===== src/rtl/core/ccsp_pkg.sv =====
`default_nettype none

package ccsp_pkg;

    // default field sizes of the apE section, in bytes
    localparam int unsigned APE_COUNT_BYTES_DEF = 2;
    localparam int unsigned APE_ID_BYTES_DEF    = 2;
    localparam int unsigned OPCODE_BYTES_DEF    = 2;
    localparam int unsigned COST_BYTES_DEF      = 2;
    localparam int unsigned TIME_BYTES_DEF      = 2;

    // fixed layout of the stream
    localparam int unsigned DO_WIDE_BYTES = 4;
    localparam int unsigned HDR_WIDE_BYTES = 2;
    localparam int unsigned MAX_RES = 4;

    // field codes
    typedef enum logic [4:0] {
        F_LCF          = 5'd0,
        F_NAF          = 5'd1,
        F_TASK_ID      = 5'd2,
        F_RPI_VERSION  = 5'd3,
        F_REF_ID       = 5'd4,
        F_IMPL_VERSION = 5'd5,
        F_DEV_ID       = 5'd6,
        F_CREATE_DATE  = 5'd7,
        F_DO_COUNT     = 5'd8,
        F_DO_ID        = 5'd9,
        F_DO_SIZE      = 5'd10,
        F_DO_ACCESS_T  = 5'd11,
        F_DATA_LEN     = 5'd12,
        F_DATA_BYTE    = 5'd13,
        F_ASF_DO       = 5'd14,
        F_PAIR_COUNT   = 5'd15,
        F_PAIR_APE     = 5'd16,
        F_PAIR_PORT    = 5'd17,
        F_APE_COUNT    = 5'd18,
        F_APE_ID       = 5'd19,
        F_OPCODE       = 5'd20,
        F_T_BIT        = 5'd21,
        F_NN           = 5'd22,
        F_COST         = 5'd23,
        F_TIME         = 5'd24,
        F_ACCESS_TYPE  = 5'd25
    } t_field;

    typedef struct packed {
        t_field      code;
        logic [15:0] entity;
        logic [7:0]  element;
        logic [31:0] value;
    } t_result;

    function automatic t_result mk_result(t_field code, logic [15:0] entity,
                                          logic [7:0] element, logic [31:0] value);
        t_result r;
        r.code    = code;
        r.entity  = entity;
        r.element = element;
        r.value   = value;
        return r;
    endfunction

endpackage

`default_nettype wire


===== src/rtl/core/config_code_stream_parser.sv =====
// path: a taken byte is held in the input register, then parsed into the result buffer,
//   whose first beat drives the outputs; a burst not yet drained holds the parse back
// throughput: one byte per cycle while each byte yields at most one result beat and
//   the receiver does not stall; a byte with more beats holds the parse stage until its last beat leaves
// reset: i_rst_n is synchronous, active low; it returns the parser to the control header
`default_nettype none

module config_code_stream_parser
    import ccsp_pkg::*;
#(
    parameter int unsigned APE_COUNT_BYTES = APE_COUNT_BYTES_DEF,
    parameter int unsigned APE_ID_BYTES    = APE_ID_BYTES_DEF,
    parameter int unsigned OPCODE_BYTES    = OPCODE_BYTES_DEF,
    parameter int unsigned COST_BYTES      = COST_BYTES_DEF,
    parameter int unsigned TIME_BYTES      = TIME_BYTES_DEF
) (
    input  wire logic        i_clk,
    input  wire logic        i_rst_n,
    // byte stream in
    input  wire logic        i_valid,
    output logic             o_stall,
    input  wire logic [7:0]  i_cfg_byte,
    // result beats out
    output logic             o_valid,
    input  wire logic        i_stall,
    output logic [4:0]       o_field_code,
    output logic [15:0]      o_entity_index,
    output logic [7:0]       o_element_index,
    output logic [31:0]      o_field_value,
    output logic             o_last_of_run,
    output logic             o_parse_done
);

    typedef enum logic [2:0] {
        PH_HEADER  = 3'd0,
        PH_DO_CNT  = 3'd1,
        PH_DO      = 3'd2,
        PH_ASF     = 3'd3,
        PH_APE_CNT = 3'd4,
        PH_APE     = 3'd5
    } t_phase;

    // input register
    logic        r_in_valid;
    logic [7:0]  r_in_byte;

    // parser state
    t_phase      r_phase,      n_phase;
    logic [2:0]  r_step,       n_step;
    logic [7:0]  r_bcnt,       n_bcnt;
    logic [15:0] r_rec,        n_rec;
    logic [7:0]  r_do_total,   n_do_total;
    logic [15:0] r_ape_total,  n_ape_total;
    logic [7:0]  r_data_len,   n_data_len;
    logic [7:0]  r_pair_total, n_pair_total;
    logic [2:0]  r_acc_total,  n_acc_total;
    logic [31:0] r_acc,        n_acc;

    // result buffer, one burst of beats per parsed byte
    t_result     r_res [MAX_RES];
    t_result     n_res [MAX_RES];
    logic [2:0]  r_cnt,        n_cnt;
    logic [1:0]  r_ptr;
    logic        r_done,       n_done;

    logic        in_take;
    logic        out_take;
    logic        out_last;
    logic        parse_fire;

    // gather helper
    logic [7:0]  need;
    logic [31:0] g_val;
    logic [7:0]  g_cnt;
    logic        g_done;

    // record end handling
    logic        asf_end;
    logic        ape_end;
    logic        clear;
    logic        stop;
    logic [15:0] rec_inc;
    logic [7:0]  b;

    t_result     cur;

    // ---------------------------------------------------------------- handshakes
    assign o_valid    = (r_cnt != 3'd0);
    assign out_take   = o_valid && !i_stall;
    assign out_last   = (({1'b0, r_ptr} + 3'd1) == r_cnt);
    // the parse stage may refill the buffer once its last beat leaves
    assign parse_fire = r_in_valid && ((r_cnt == 3'd0) || (out_take && out_last));
    assign o_stall    = r_in_valid && !parse_fire;
    assign in_take    = i_valid && !o_stall;

    assign cur             = r_res[r_ptr];
    assign o_field_code    = cur.code;
    assign o_entity_index  = cur.entity;
    assign o_element_index = cur.element;
    assign o_field_value   = cur.value;
    assign o_last_of_run   = o_valid && out_last;
    assign o_parse_done    = o_valid && out_last && r_done;

    assign b = r_in_byte;

    // ---------------------------------------------------------------- byte count of the field being gathered
    always_comb begin
        case (r_phase)
            PH_HEADER:  need = 8'(HDR_WIDE_BYTES);
            PH_DO:      need = 8'(DO_WIDE_BYTES);
            PH_APE_CNT: need = 8'(APE_COUNT_BYTES);
            PH_APE: begin
                case (r_step)
                    3'd0:    need = 8'(APE_ID_BYTES);
                    3'd1:    need = 8'(OPCODE_BYTES);
                    3'd3:    need = 8'(COST_BYTES);
                    default: need = 8'(TIME_BYTES);
                endcase
            end
            default:    need = 8'd1;
        endcase
    end

    // big-endian assembly, one byte at a time
    assign g_val  = {r_acc[23:0], b};
    assign g_cnt  = r_bcnt + 8'd1;
    assign g_done = (g_cnt >= need);

    // ---------------------------------------------------------------- parse of one byte
    always_comb begin
        n_phase      = r_phase;
        n_step       = r_step;
        n_bcnt       = r_bcnt;
        n_rec        = r_rec;
        n_do_total   = r_do_total;
        n_ape_total  = r_ape_total;
        n_data_len   = r_data_len;
        n_pair_total = r_pair_total;
        n_acc_total  = r_acc_total;
        n_acc        = r_acc;
        for (int k = 0; k < MAX_RES; k++) begin
            n_res[k] = mk_result(F_LCF, 16'd0, 8'd0, 32'd0);
        end
        n_cnt   = 3'd0;
        n_done  = 1'b0;
        asf_end = 1'b0;
        ape_end = 1'b0;
        clear   = 1'b0;
        stop    = 1'b0;
        rec_inc = r_rec + 16'd1;

        case (r_phase)
            PH_HEADER: begin
                case (r_step)
                    3'd0: begin
                        // flag byte: lcf and naf
                        n_res[0] = mk_result(F_LCF, 16'd0, 8'd0, {31'd0, b[7]});
                        n_res[1] = mk_result(F_NAF, 16'd0, 8'd0, {31'd0, b[6]});
                        n_cnt    = 3'd2;
                        n_step   = 3'd1;
                    end
                    3'd1, 3'd2, 3'd3, 3'd4: begin
                        n_res[0] = mk_result(t_field'({2'd0, r_step} + 5'd1), 16'd0, 8'd0,
                                             {24'd0, b});
                        n_cnt    = 3'd1;
                        n_step   = r_step + 3'd1;
                    end
                    3'd5: begin
                        if (g_done) begin
                            n_res[0] = mk_result(F_DEV_ID, 16'd0, 8'd0, g_val);
                            n_cnt    = 3'd1;
                            n_acc    = '0;
                            n_bcnt   = '0;
                            n_step   = 3'd6;
                        end else begin
                            n_acc  = g_val;
                            n_bcnt = g_cnt;
                        end
                    end
                    default: begin
                        if (g_done) begin
                            n_res[0] = mk_result(F_CREATE_DATE, 16'd0, 8'd0, g_val);
                            n_cnt    = 3'd1;
                            n_acc    = '0;
                            n_bcnt   = '0;
                            n_phase  = PH_DO_CNT;
                            n_step   = 3'd0;
                        end else begin
                            n_acc  = g_val;
                            n_bcnt = g_cnt;
                        end
                    end
                endcase
            end

            PH_DO_CNT: begin
                n_do_total = b;
                n_res[0]   = mk_result(F_DO_COUNT, 16'd0, 8'd0, {24'd0, b});
                n_cnt      = 3'd1;
                n_rec      = '0;
                n_step     = 3'd0;
                n_bcnt     = '0;
                // an empty do section goes straight to the ape count
                n_phase    = (b == 8'd0) ? PH_APE_CNT : PH_DO;
            end

            PH_DO: begin
                case (r_step)
                    3'd0: begin
                        n_res[0] = mk_result(F_DO_ID, r_rec, 8'd0, {24'd0, b});
                        n_cnt    = 3'd1;
                        n_step   = 3'd1;
                    end
                    3'd1, 3'd2: begin
                        if (g_done) begin
                            n_res[0] = mk_result((r_step == 3'd1) ? F_DO_SIZE : F_DO_ACCESS_T,
                                                 r_rec, 8'd0, g_val);
                            n_cnt    = 3'd1;
                            n_acc    = '0;
                            n_bcnt   = '0;
                            n_step   = r_step + 3'd1;
                        end else begin
                            n_acc  = g_val;
                            n_bcnt = g_cnt;
                        end
                    end
                    3'd3: begin
                        n_data_len = b;
                        n_res[0]   = mk_result(F_DATA_LEN, r_rec, 8'd0, {24'd0, b});
                        n_cnt      = 3'd1;
                        n_bcnt     = '0;
                        if (b == 8'd0) begin
                            n_phase = PH_ASF;
                            n_step  = 3'd0;
                        end else begin
                            n_step = 3'd4;
                        end
                    end
                    default: begin
                        n_res[0] = mk_result(F_DATA_BYTE, r_rec, r_bcnt, {24'd0, b});
                        n_cnt    = 3'd1;
                        n_bcnt   = g_cnt;
                        if (g_cnt >= r_data_len) begin
                            n_phase = PH_ASF;
                            n_step  = 3'd0;
                            n_bcnt  = '0;
                        end
                    end
                endcase
            end

            PH_ASF: begin
                case (r_step)
                    3'd0: begin
                        n_res[0] = mk_result(F_ASF_DO, r_rec, 8'd0, {24'd0, b});
                        n_cnt    = 3'd1;
                        n_step   = 3'd1;
                    end
                    3'd1: begin
                        n_pair_total = b;
                        n_res[0]     = mk_result(F_PAIR_COUNT, r_rec, 8'd0, {24'd0, b});
                        n_cnt        = 3'd1;
                        n_bcnt       = '0;
                        if (b == 8'd0) begin
                            asf_end = 1'b1;
                        end else begin
                            n_step = 3'd2;
                        end
                    end
                    3'd2: begin
                        n_res[0] = mk_result(F_PAIR_APE, r_rec, r_bcnt, {24'd0, b});
                        n_cnt    = 3'd1;
                        n_step   = 3'd3;
                    end
                    default: begin
                        n_res[0] = mk_result(F_PAIR_PORT, r_rec, r_bcnt, {24'd0, b});
                        n_cnt    = 3'd1;
                        n_bcnt   = g_cnt;
                        if (g_cnt >= r_pair_total) begin
                            asf_end = 1'b1;
                        end else begin
                            n_step = 3'd2;
                        end
                    end
                endcase
            end

            PH_APE_CNT: begin
                if (g_done) begin
                    n_res[0] = mk_result(F_APE_COUNT, 16'd0, 8'd0, g_val);
                    n_cnt    = 3'd1;
                    n_acc    = '0;
                    n_bcnt   = '0;
                    n_rec    = '0;
                    n_step   = 3'd0;
                    // counts beyond 16 bits saturate
                    n_ape_total = (g_val[31:16] != 16'd0) ? 16'hFFFF : g_val[15:0];
                    if (g_val == 32'd0) begin
                        n_done = 1'b1;
                        clear  = 1'b1;
                    end else begin
                        n_phase = PH_APE;
                    end
                end else begin
                    n_acc  = g_val;
                    n_bcnt = g_cnt;
                end
            end

            default: begin
                case (r_step)
                    3'd0, 3'd1, 3'd3: begin
                        if (g_done) begin
                            n_res[0] = mk_result((r_step == 3'd0) ? F_APE_ID :
                                                 (r_step == 3'd1) ? F_OPCODE : F_COST,
                                                 r_rec, 8'd0, g_val);
                            n_cnt    = 3'd1;
                            n_acc    = '0;
                            n_bcnt   = '0;
                            n_step   = r_step + 3'd1;
                        end else begin
                            n_acc  = g_val;
                            n_bcnt = g_cnt;
                        end
                    end
                    3'd2: begin
                        // t/nn byte
                        n_acc_total = b[6:4];
                        n_res[0]    = mk_result(F_T_BIT, r_rec, 8'd0, {31'd0, b[7]});
                        n_res[1]    = mk_result(F_NN, r_rec, 8'd0, {29'd0, b[6:4]});
                        n_cnt       = 3'd2;
                        n_step      = 3'd3;
                    end
                    3'd4: begin
                        if (g_done) begin
                            n_res[0] = mk_result(F_TIME, r_rec, 8'd0, g_val);
                            n_cnt    = 3'd1;
                            n_acc    = '0;
                            n_bcnt   = '0;
                            if (r_acc_total == 3'd0) begin
                                ape_end = 1'b1;
                            end else begin
                                n_step = 3'd5;
                            end
                        end else begin
                            n_acc  = g_val;
                            n_bcnt = g_cnt;
                        end
                    end
                    default: begin
                        // four access types per byte, msb pair first
                        for (int k = 0; k < MAX_RES; k++) begin
                            if (!stop) begin
                                n_res[k] = mk_result(F_ACCESS_TYPE, r_rec, r_bcnt + 8'(k),
                                                     {30'd0, b[(MAX_RES - 1 - k) * 2 +: 2]});
                                n_cnt    = 3'(k + 1);
                                if ((r_bcnt + 8'(k + 1)) >= {5'd0, r_acc_total}) begin
                                    stop = 1'b1;
                                end
                            end
                        end
                        if (stop) begin
                            ape_end = 1'b1;
                        end else begin
                            n_bcnt = r_bcnt + 8'(MAX_RES);
                        end
                    end
                endcase
            end
        endcase

        // end of a do/asf record pair
        if (asf_end) begin
            n_step = 3'd0;
            n_bcnt = '0;
            if (rec_inc >= {8'd0, r_do_total}) begin
                n_phase = PH_APE_CNT;
                n_rec   = '0;
            end else begin
                n_phase = PH_DO;
                n_rec   = rec_inc;
            end
        end

        // end of an ape record, the last one finishes the code
        if (ape_end) begin
            if (rec_inc >= r_ape_total) begin
                n_done = 1'b1;
                clear  = 1'b1;
            end else begin
                n_rec  = rec_inc;
                n_step = 3'd0;
                n_bcnt = '0;
            end
        end

        if (clear) begin
            n_phase      = PH_HEADER;
            n_step       = '0;
            n_bcnt       = '0;
            n_rec        = '0;
            n_do_total   = '0;
            n_ape_total  = '0;
            n_data_len   = '0;
            n_pair_total = '0;
            n_acc_total  = '0;
            n_acc        = '0;
        end
    end

    // ---------------------------------------------------------------- control registers
    always_ff @(posedge i_clk) begin
        if (!i_rst_n) begin
            r_in_valid   <= 1'b0;
            r_phase      <= PH_HEADER;
            r_step       <= '0;
            r_bcnt       <= '0;
            r_rec        <= '0;
            r_do_total   <= '0;
            r_ape_total  <= '0;
            r_data_len   <= '0;
            r_pair_total <= '0;
            r_acc_total  <= '0;
            r_acc        <= '0;
            r_cnt        <= '0;
            r_ptr        <= '0;
            r_done       <= 1'b0;
        end else begin
            if (in_take) begin
                r_in_valid <= 1'b1;
            end else if (parse_fire) begin
                r_in_valid <= 1'b0;
            end

            if (parse_fire) begin
                r_phase      <= n_phase;
                r_step       <= n_step;
                r_bcnt       <= n_bcnt;
                r_rec        <= n_rec;
                r_do_total   <= n_do_total;
                r_ape_total  <= n_ape_total;
                r_data_len   <= n_data_len;
                r_pair_total <= n_pair_total;
                r_acc_total  <= n_acc_total;
                r_acc        <= n_acc;
                r_cnt        <= n_cnt;
                r_ptr        <= '0;
                r_done       <= n_done;
            end else if (out_take) begin
                if (out_last) begin
                    r_cnt <= '0;
                    r_ptr <= '0;
                end else begin
                    r_ptr <= r_ptr + 2'd1;
                end
            end
        end
    end

    // ---------------------------------------------------------------- payload registers
    always_ff @(posedge i_clk) begin
        if (in_take) begin
            r_in_byte <= i_cfg_byte;
        end
        if (parse_fire) begin
            r_res <= n_res;
        end
    end

`ifndef SYNTH
    // a burst never claims more beats than the buffer holds
    a_burst_size: assert property (@(posedge i_clk) disable iff (!i_rst_n)
        r_cnt <= 3'(MAX_RES))
        else $error("result burst too long");

    // a new byte is parsed only once the previous burst has gone
    a_no_overwrite: assert property (@(posedge i_clk) disable iff (!i_rst_n)
        parse_fire |-> ((r_cnt == 3'd0) || (out_take && out_last)))
        else $error("result buffer overwritten");

    // a burst runs on until its last beat
    a_burst_runs: assert property (@(posedge i_clk) disable iff (!i_rst_n)
        (o_valid && !i_stall && !o_last_of_run) |=> o_valid)
        else $error("result burst cut short");

    // completion is flagged only on the closing beat of a burst
    a_done_last: assert property (@(posedge i_clk) disable iff (!i_rst_n)
        o_parse_done |-> o_last_of_run)
        else $error("parse done off the last beat");
`endif

endmodule

`default_nettype wire


===== config.mk =====
export PLATFORM = sky130hd
export DESIGN_NAME = config_code_stream_parser
export DESIGN_NICKNAME = d
export VERILOG_FILES = /design/src/rtl/core/ccsp_pkg.sv /design/src/rtl/core/config_code_stream_parser.sv
export SDC_FILE = /design/constraint.sdc
export NUM_CORES = 1
export LEC_CHECK = 0
export ABC_AREA = 1
export BUFFER_PORTS_ARGS = -buffer_cell sky130_fd_sc_hd__buf_4
export CAP_MARGIN = 20
export CORE_UTILIZATION = 62
export DETAILED_ROUTE_END_ITERATION = 10
export PLACE_DENSITY = 0.77
export SKIP_LAST_GASP = 1
export SYNTH_ARGS = -nofsm -noshare
export SYNTH_HDL_FRONTEND = slang
export SYNTH_SLANG_ARGS = --single-unit

===== constraint.sdc =====
create_clock -name i_clk -period 5 [get_ports i_clk]
set_input_delay 0.75 -clock i_clk [delete_from_list [all_inputs] [get_ports i_clk]]
set_output_delay 0.75 -clock i_clk [all_outputs]
set_load 0.02 [all_outputs]

Yosys cells after proc, flatten, opt, wreduce, memory -nomap -nowiden
Index checks and enable logic that the tools add are counted.
{"block": "classes", "addsub": 9, "order_cmp": 10, "eq_ne": 22, "mux": 137, "bitwise": 2, "reduce_logical": 57}
{"op": "two-way mux 61 bit", "count": 8}
{"op": "one-hot mux 61 bit (3 select lines)", "count": 2}
{"op": "one-hot mux 60 bit (3 select lines)", "count": 2}
{"op": "one-hot mux 61 bit (5 select lines)", "count": 1}
{"op": "one-hot mux 61 bit (2 select lines)", "count": 2}
{"op": "two-way mux 16 bit", "count": 10}
{"op": "two-way mux 8 bit", "count": 16}
{"op": "binary-select mux 61 bit (select 2 bit)", "count": 1}
{"op": "two-way mux 24 bit", "count": 5}
{"op": "two-way mux 59 bit", "count": 2}
{"op": "two-way mux 3 bit", "count": 32}
{"op": "one-hot mux 24 bit (4 select lines)", "count": 1}
{"op": "two-way mux 60 bit", "count": 1}
{"op": "two-way mux 57 bit", "count": 1}
{"op": "one-hot mux 8 bit (5 select lines)", "count": 1}
{"op": "one-hot mux 3 bit (3 select lines)", "count": 4}
{"op": "greater-or-equal comparator 8 x 3 -> 1 bit", "count": 4}
{"op": "zero test 32 bit", "count": 1}
{"op": "two-way mux 1 bit", "count": 32}
{"op": "one-hot mux 16 bit (2 select lines)", "count": 1}
{"op": "one-hot mux 8 bit (2 select lines)", "count": 2}
{"op": "greater-or-equal comparator 8 bit", "count": 3}
{"op": "one-hot mux 3 bit (4 select lines)", "count": 2}
{"op": "one-hot mux 8 bit (3 select lines)", "count": 1}
{"op": "49 further kinds", "count": 102}
{"block": "word_totals", "reg_bits": 356, "in_bits": 12, "out_inout_bits": 65, "wordCells": 270}

Logic depth before layout (Yosys ltp)
{"block": "logic_depth", "ltp_word": 21, "mapped_depth": 21, "mapped_depth_nobuf": 20}

Worst setup path after synthesis
No wires, ideal clock.
{"block": "synth_path", "path_kind": "in2reg", "from": "input port i_stall", "to": "register r_res[0] in the netlist's numbering, enable pin", "setup_time_ns": 0.443, "arrival_time_ns": 3.566, "required_time_ns": 4.557, "path_slack_ns": 0.990, "cell_stages": 7, "n_path_buf": 2, "path_cell_list": "nor2_1 > nand4_1 > nand2_1 > inv_1 > nor2_4 > buf_2 > buf_2"}
{"block": "synth_via", "elab_chain_cells": 5}
{"item": "start, declared", "line_no": "config_code_stream_parser.sv:25", "text": "input wire logic i_stall,"}
{"item": "zero test 1 bit", "line_no": "config_code_stream_parser.sv:89", "text": "assign out_take = o_valid && !i_stall;"}
{"item": "logical AND 1 bit", "line_no": "config_code_stream_parser.sv:89"}
{"item": "logical AND 1 bit", "line_no": "config_code_stream_parser.sv:92", "text": "assign parse_fire = r_in_valid && ((r_cnt == 3'd0) || (out_take && out_last));"}
{"item": "logical OR 1 bit", "line_no": "config_code_stream_parser.sv:92"}
{"item": "logical AND 1 bit", "line_no": "config_code_stream_parser.sv:92"}
{"item": "net parse_fire", "line_no": "config_code_stream_parser.sv:69", "text": "logic parse_fire;"}
{"item": "end signal, assigned", "line_no": "config_code_stream_parser.sv:466", "text": "r_res <= n_res;"}
{"item": "end, declared", "line_no": "config_code_stream_parser.sv:60", "text": "t_result r_res [MAX_RES];"}
The timed path passes the listed nets, and every way through them passes these cells.
A chain may end at the register's enable or synchronous reset.

==> PnR_summary.wiki <==
{| class="wikitable"
! Metric !! Value
|-
| Vias post-DR || 14070
|-
| Yosys warning total || 0
|-
| Routed length per instance || 18.48 um
|-
| Pin count of the biggest net entering global routing || 112
|-
| Post-synthesis instance total || 1961
|-
| Arrival time of data at the critical path endpoint || 4.59 ns
|-
| # diodes || 0
|-
| First-iteration detailed-routing DRC count || 1661
|-
| Worst slew slack as a fraction of its limit || 0.2509
|-
| Cell accounting for the most synthesized area || sky130_fd_sc_hd__edfxtp_1
|-
| Worst setup EP type || flop
|-
| Post-Synthesis Mean Instance Area || 7.673 sq um
|-
| Layout overhead on the synthesized area || 11.01%
|-
| Nets || 2094
|-
| Ratio of final minimum period to clock period || 0.8680
|-
| Outcome || finished clean
|-
| Critical path start-end classification || flop to flop
|-
| Power per standard cell area || 324.8 nW/um^2
|-
| Final Routed Wirelength || 43530 um
|-
| Hold Fails Final Rpt || 0
|-
| Maximum vdd drop || 0.0003218 V
|-
| Max Buffers Root-to-Sink || 3
|-
| Synth area leaders || sky130_fd_sc_hd__edfxtp_1, sky130_fd_sc_hd__dfxtp_1, sky130_fd_sc_hd__nand2_1, sky130_fd_sc_hd__nor2_1, sky130_fd_sc_hd__ha_1
|-
| Number of buffers created by CTS || 27
|-
| Number of storage elements in the synthesis netlist || 258
|-
| Horizontal die dimension || 157.8 um
|-
| Height of the die || 157.8 um
|-
| Max Clock Skew || 0.02893 ns
|-
| Post CTS Setup Buffer Count || 0
|-
| Setup-failing EPs final || 0
|-
| Number of buffers inserted for hold repair after clock tree synthesis || 0
|-
| Commonest cells in the netlist || sky130_fd_sc_hd__nand2_1, sky130_fd_sc_hd__nor2_1, sky130_fd_sc_hd__inv_1, sky130_fd_sc_hd__o21ai_0, sky130_fd_sc_hd__edfxtp_1
|-
| Cells resized by post-CTS repair || 0
|-
| Met3 routed wirelength || 3925 um
|-
| Clock-pin slew of the registers on the worst-case setup and hold paths || 0.06 ns
|-
| Share of synthesized area occupied by flip-flops and latches || 0.4457
|-
| Final Slew Violations || 0
|-
| Worst Path Max Fanout || 25
|-
| Netlist area before placement || 15050 sq um
|-
| Sum of net half-perimeters after detailed placement || 30840 um
|-
| Mean number of vias per cell || 5.972
|-
| Min-delay worst type || input port to flop
|-
| Unrepaired setup endpoints after global routing || false
|-
| Buf/Inv on CP || 3
|-
| LEAKAGE || 7.054 nW
|-
| Total track usage || 0.3505
|-
| Top_reg_cell synth || sky130_fd_sc_hd__edfxtp_1
|-
| DIE AREA || 24900 sq um
|-
| Largest delay share family, worst path || simple AND/OR/NAND/NOR gates
|-
| Highest signal layer in the routed design || met4
|-
| Iteration count of the initial detailed-routing pass || 7
|-
| Site row count || 56
|-
| EDFF count, synth || 154
|-
| Number of maximum-capacitance constraint violations || 0
|-
| Crit start category || flop
|-
| Worst slew pin tran || 1.120 ns
|-
| Setup TNS after final layout || 0 ns
|-
| DRC Markers || 0
|-
| Worst Path Required || 5.25 ns
|-
| Total routed wire length on the met1 layer || 18560 um
|-
| Clock tree from TritonCTS || done
|-
| Fraction of final layout cells sized beyond drive strength 1 || 0.09327
|-
| Worst path slowest cell || sky130_fd_sc_hd__nor3_4
|-
| Wire length of the first global-routing pass || 67750 um
|-
| Async set-or-reset flop fraction in the synthesized netlist || 0
|-
| Most common cell in the netlist || sky130_fd_sc_hd__nand2_1
|-
| Routed Antenna Nets || 0
|-
| Count of boundary I/O pins || 77
|-
| Post-synth top area share || 0.3073
|-
| Largest incremental delay on the critical path || 0.47 ns
|-
| Number of input and output port buffers inserted || 76
|-
| Crit path top cell by count || sky130_fd_sc_hd__inv_1
|-
| TritonCTS sink count || 258
|-
| Met2 wirelength from detailed routing || 19740 um
|-
| CTS root buf || sky130_fd_sc_hd__clkbuf_16
|-
| Total congestion overflow after global routing || 0
|-
| CORE AREA || 23610 sq um
|-
| Post-route minimum period || 4.340 ns
|-
| Number of antenna violations at the first check in global routing || 1
|-
| Post-synthesis cell type count || 50
|-
| Ordered list of cells on the worst path || ha_1, xnor2_1, inv_1, ha_1, a21boi_0, nor3_4, nand2_4, nand2_1, inv_1, nor2_1, nand2_1, a21oi_1, nand3_1, inv_1, o22ai_1
|-
| Vias in the first global route || 12830
|-
| Number of H-tree levels || 1
|-
| Weighted congestion reported at the end of routability-driven placement || 1.040
|-
| Initial core utilization || 0.6372
|-
| Peak clock frequency supported by timing || 0.2304 GHz
|-
| Insertion delay of the later-clocked pin in the worst-skew pair || 0.55 ns
|-
| Tot Pwr || 5.426 mW
|-
| Filler cells || 1956
|}
## power breakdown
group	internal [mW]	total (mW)	switching, mW
clock network	1.17	2.00	0.831
registers	2.40	2.45	0.0534
logic	0.279	0.978	0.699
## state kept, by name (all words and copies together) (netlist names), 2 cells and up
signal,count
b,8
r_acc,24
r_acc_total,3
r_ape_total,16
r_bcnt,8
r_cnt,3
r_data_len,8
r_do_total,8
r_pair_total,8
r_phase,3
r_ptr,2
r_rec,16
r_res,146
r_step,3
## layout by cell type, fill, tap and decap left out, types with 4 or more instances in the layout
master                      count
sky130_fd_sc_hd__nor2_1       339
sky130_fd_sc_hd__inv_2         12
sky130_fd_sc_hd__a21oi_1      123
sky130_fd_sc_hd__nor2_4         5
sky130_fd_sc_hd__a211oi_1       4
sky130_fd_sc_hd__ha_1          66
sky130_fd_sc_hd__nor2_2         6
sky130_fd_sc_hd__nand2_2       14
sky130_fd_sc_hd__clkbuf_8       4
sky130_fd_sc_hd__o21ai_1       20
sky130_fd_sc_hd__clkbuf_1       9
sky130_fd_sc_hd__o211ai_1      19
sky130_fd_sc_hd__o21ai_0      159
sky130_fd_sc_hd__clkinv_1      11
sky130_fd_sc_hd__nand3_1      110
sky130_fd_sc_hd__edfxtp_1     154
sky130_fd_sc_hd__a31oi_1        8
sky130_fd_sc_hd__o221ai_1       6
sky130_fd_sc_hd__nand2_1      359
sky130_fd_sc_hd__xor2_1        10
sky130_fd_sc_hd__nor3_1        35
sky130_fd_sc_hd__buf_4         92
sky130_fd_sc_hd__nand2_4        4
sky130_fd_sc_hd__o22ai_1       33
sky130_fd_sc_hd__dfxtp_1      102
sky130_fd_sc_hd__nand4_1       44
sky130_fd_sc_hd__inv_1        200
sky130_fd_sc_hd__clkbuf_16     27
sky130_fd_sc_hd__conb_1        15
## layout make-up
class / instances / area (sq um) / share of cell area
multi-input cells: 1414 / 7172 / 0.4294
flip-flops and latches: 258 / 6709 / 0.4016
inverters: 222 / 833.3 / 0.04989
clock buffers: 40 / 764.5 / 0.04577
repair buffers: 93 / 710.7 / 0.04255
well taps: 319 / 399.1 / 0.02390
clock inverters: 10 / 115.1 / 0.006891
## stage by stage
| step | worst slack [ns] | instances | hold WS (ns) | area [sq um] | util |
|---|---|---|---|---|---|
| 4_1_cts | 0.7724 | 2356 | 0.3962 | 16700 | 0.7074 |
| 6_report | 0.6598 | 2356 | 0.4002 | 16700 | 0.7074 |
| 2_1_floorplan | 0.9902 | 1975 | 0.4448 | 15100 | - |
| 3_5_place_dp | 0.8631 | 2306 | 0.4711 | 15820 | 0.6701 |
| 3_3_place_gp | 0.9827 | 2306 | 0.4681 | 15820 | 0.6701 |
| 5_1_grt | 0.3621 | 2356 | 0.3917 | 16700 | 0.7074 |
## worst paths after layout
kind,end,depth (start not counted),from,slack [ns]
min reg2reg,r_pair_total[3],2,r_pair_total[3],0.48
max,r_res[184],15,r_bcnt[0],0.66
max reg2reg,r_res[184],15,r_bcnt[0],0.66
min,b[3],1,i_cfg_byte[3],0.40
## per-layer routing
layer	track usage	vias up
met5	0	-
met4	0.1054	0
met3	0.05612	108
met2	0.5674	675
met1	0.4818	6590
li1	-	6696
## cell families after synthesis
group,Yosys count,synth area share
and+or+nand+nor,937,0.2722
AOI/OAI and AO/OA,383,0.1383
buffers and inverters,303,0.08116
DFF,258,0.4457
adders and majority gates,66,0.05488
xor gates and xnor gates,13,0.007567
other,1,0.0002492
Note: power is estimated with default switching activity, not from simulation.
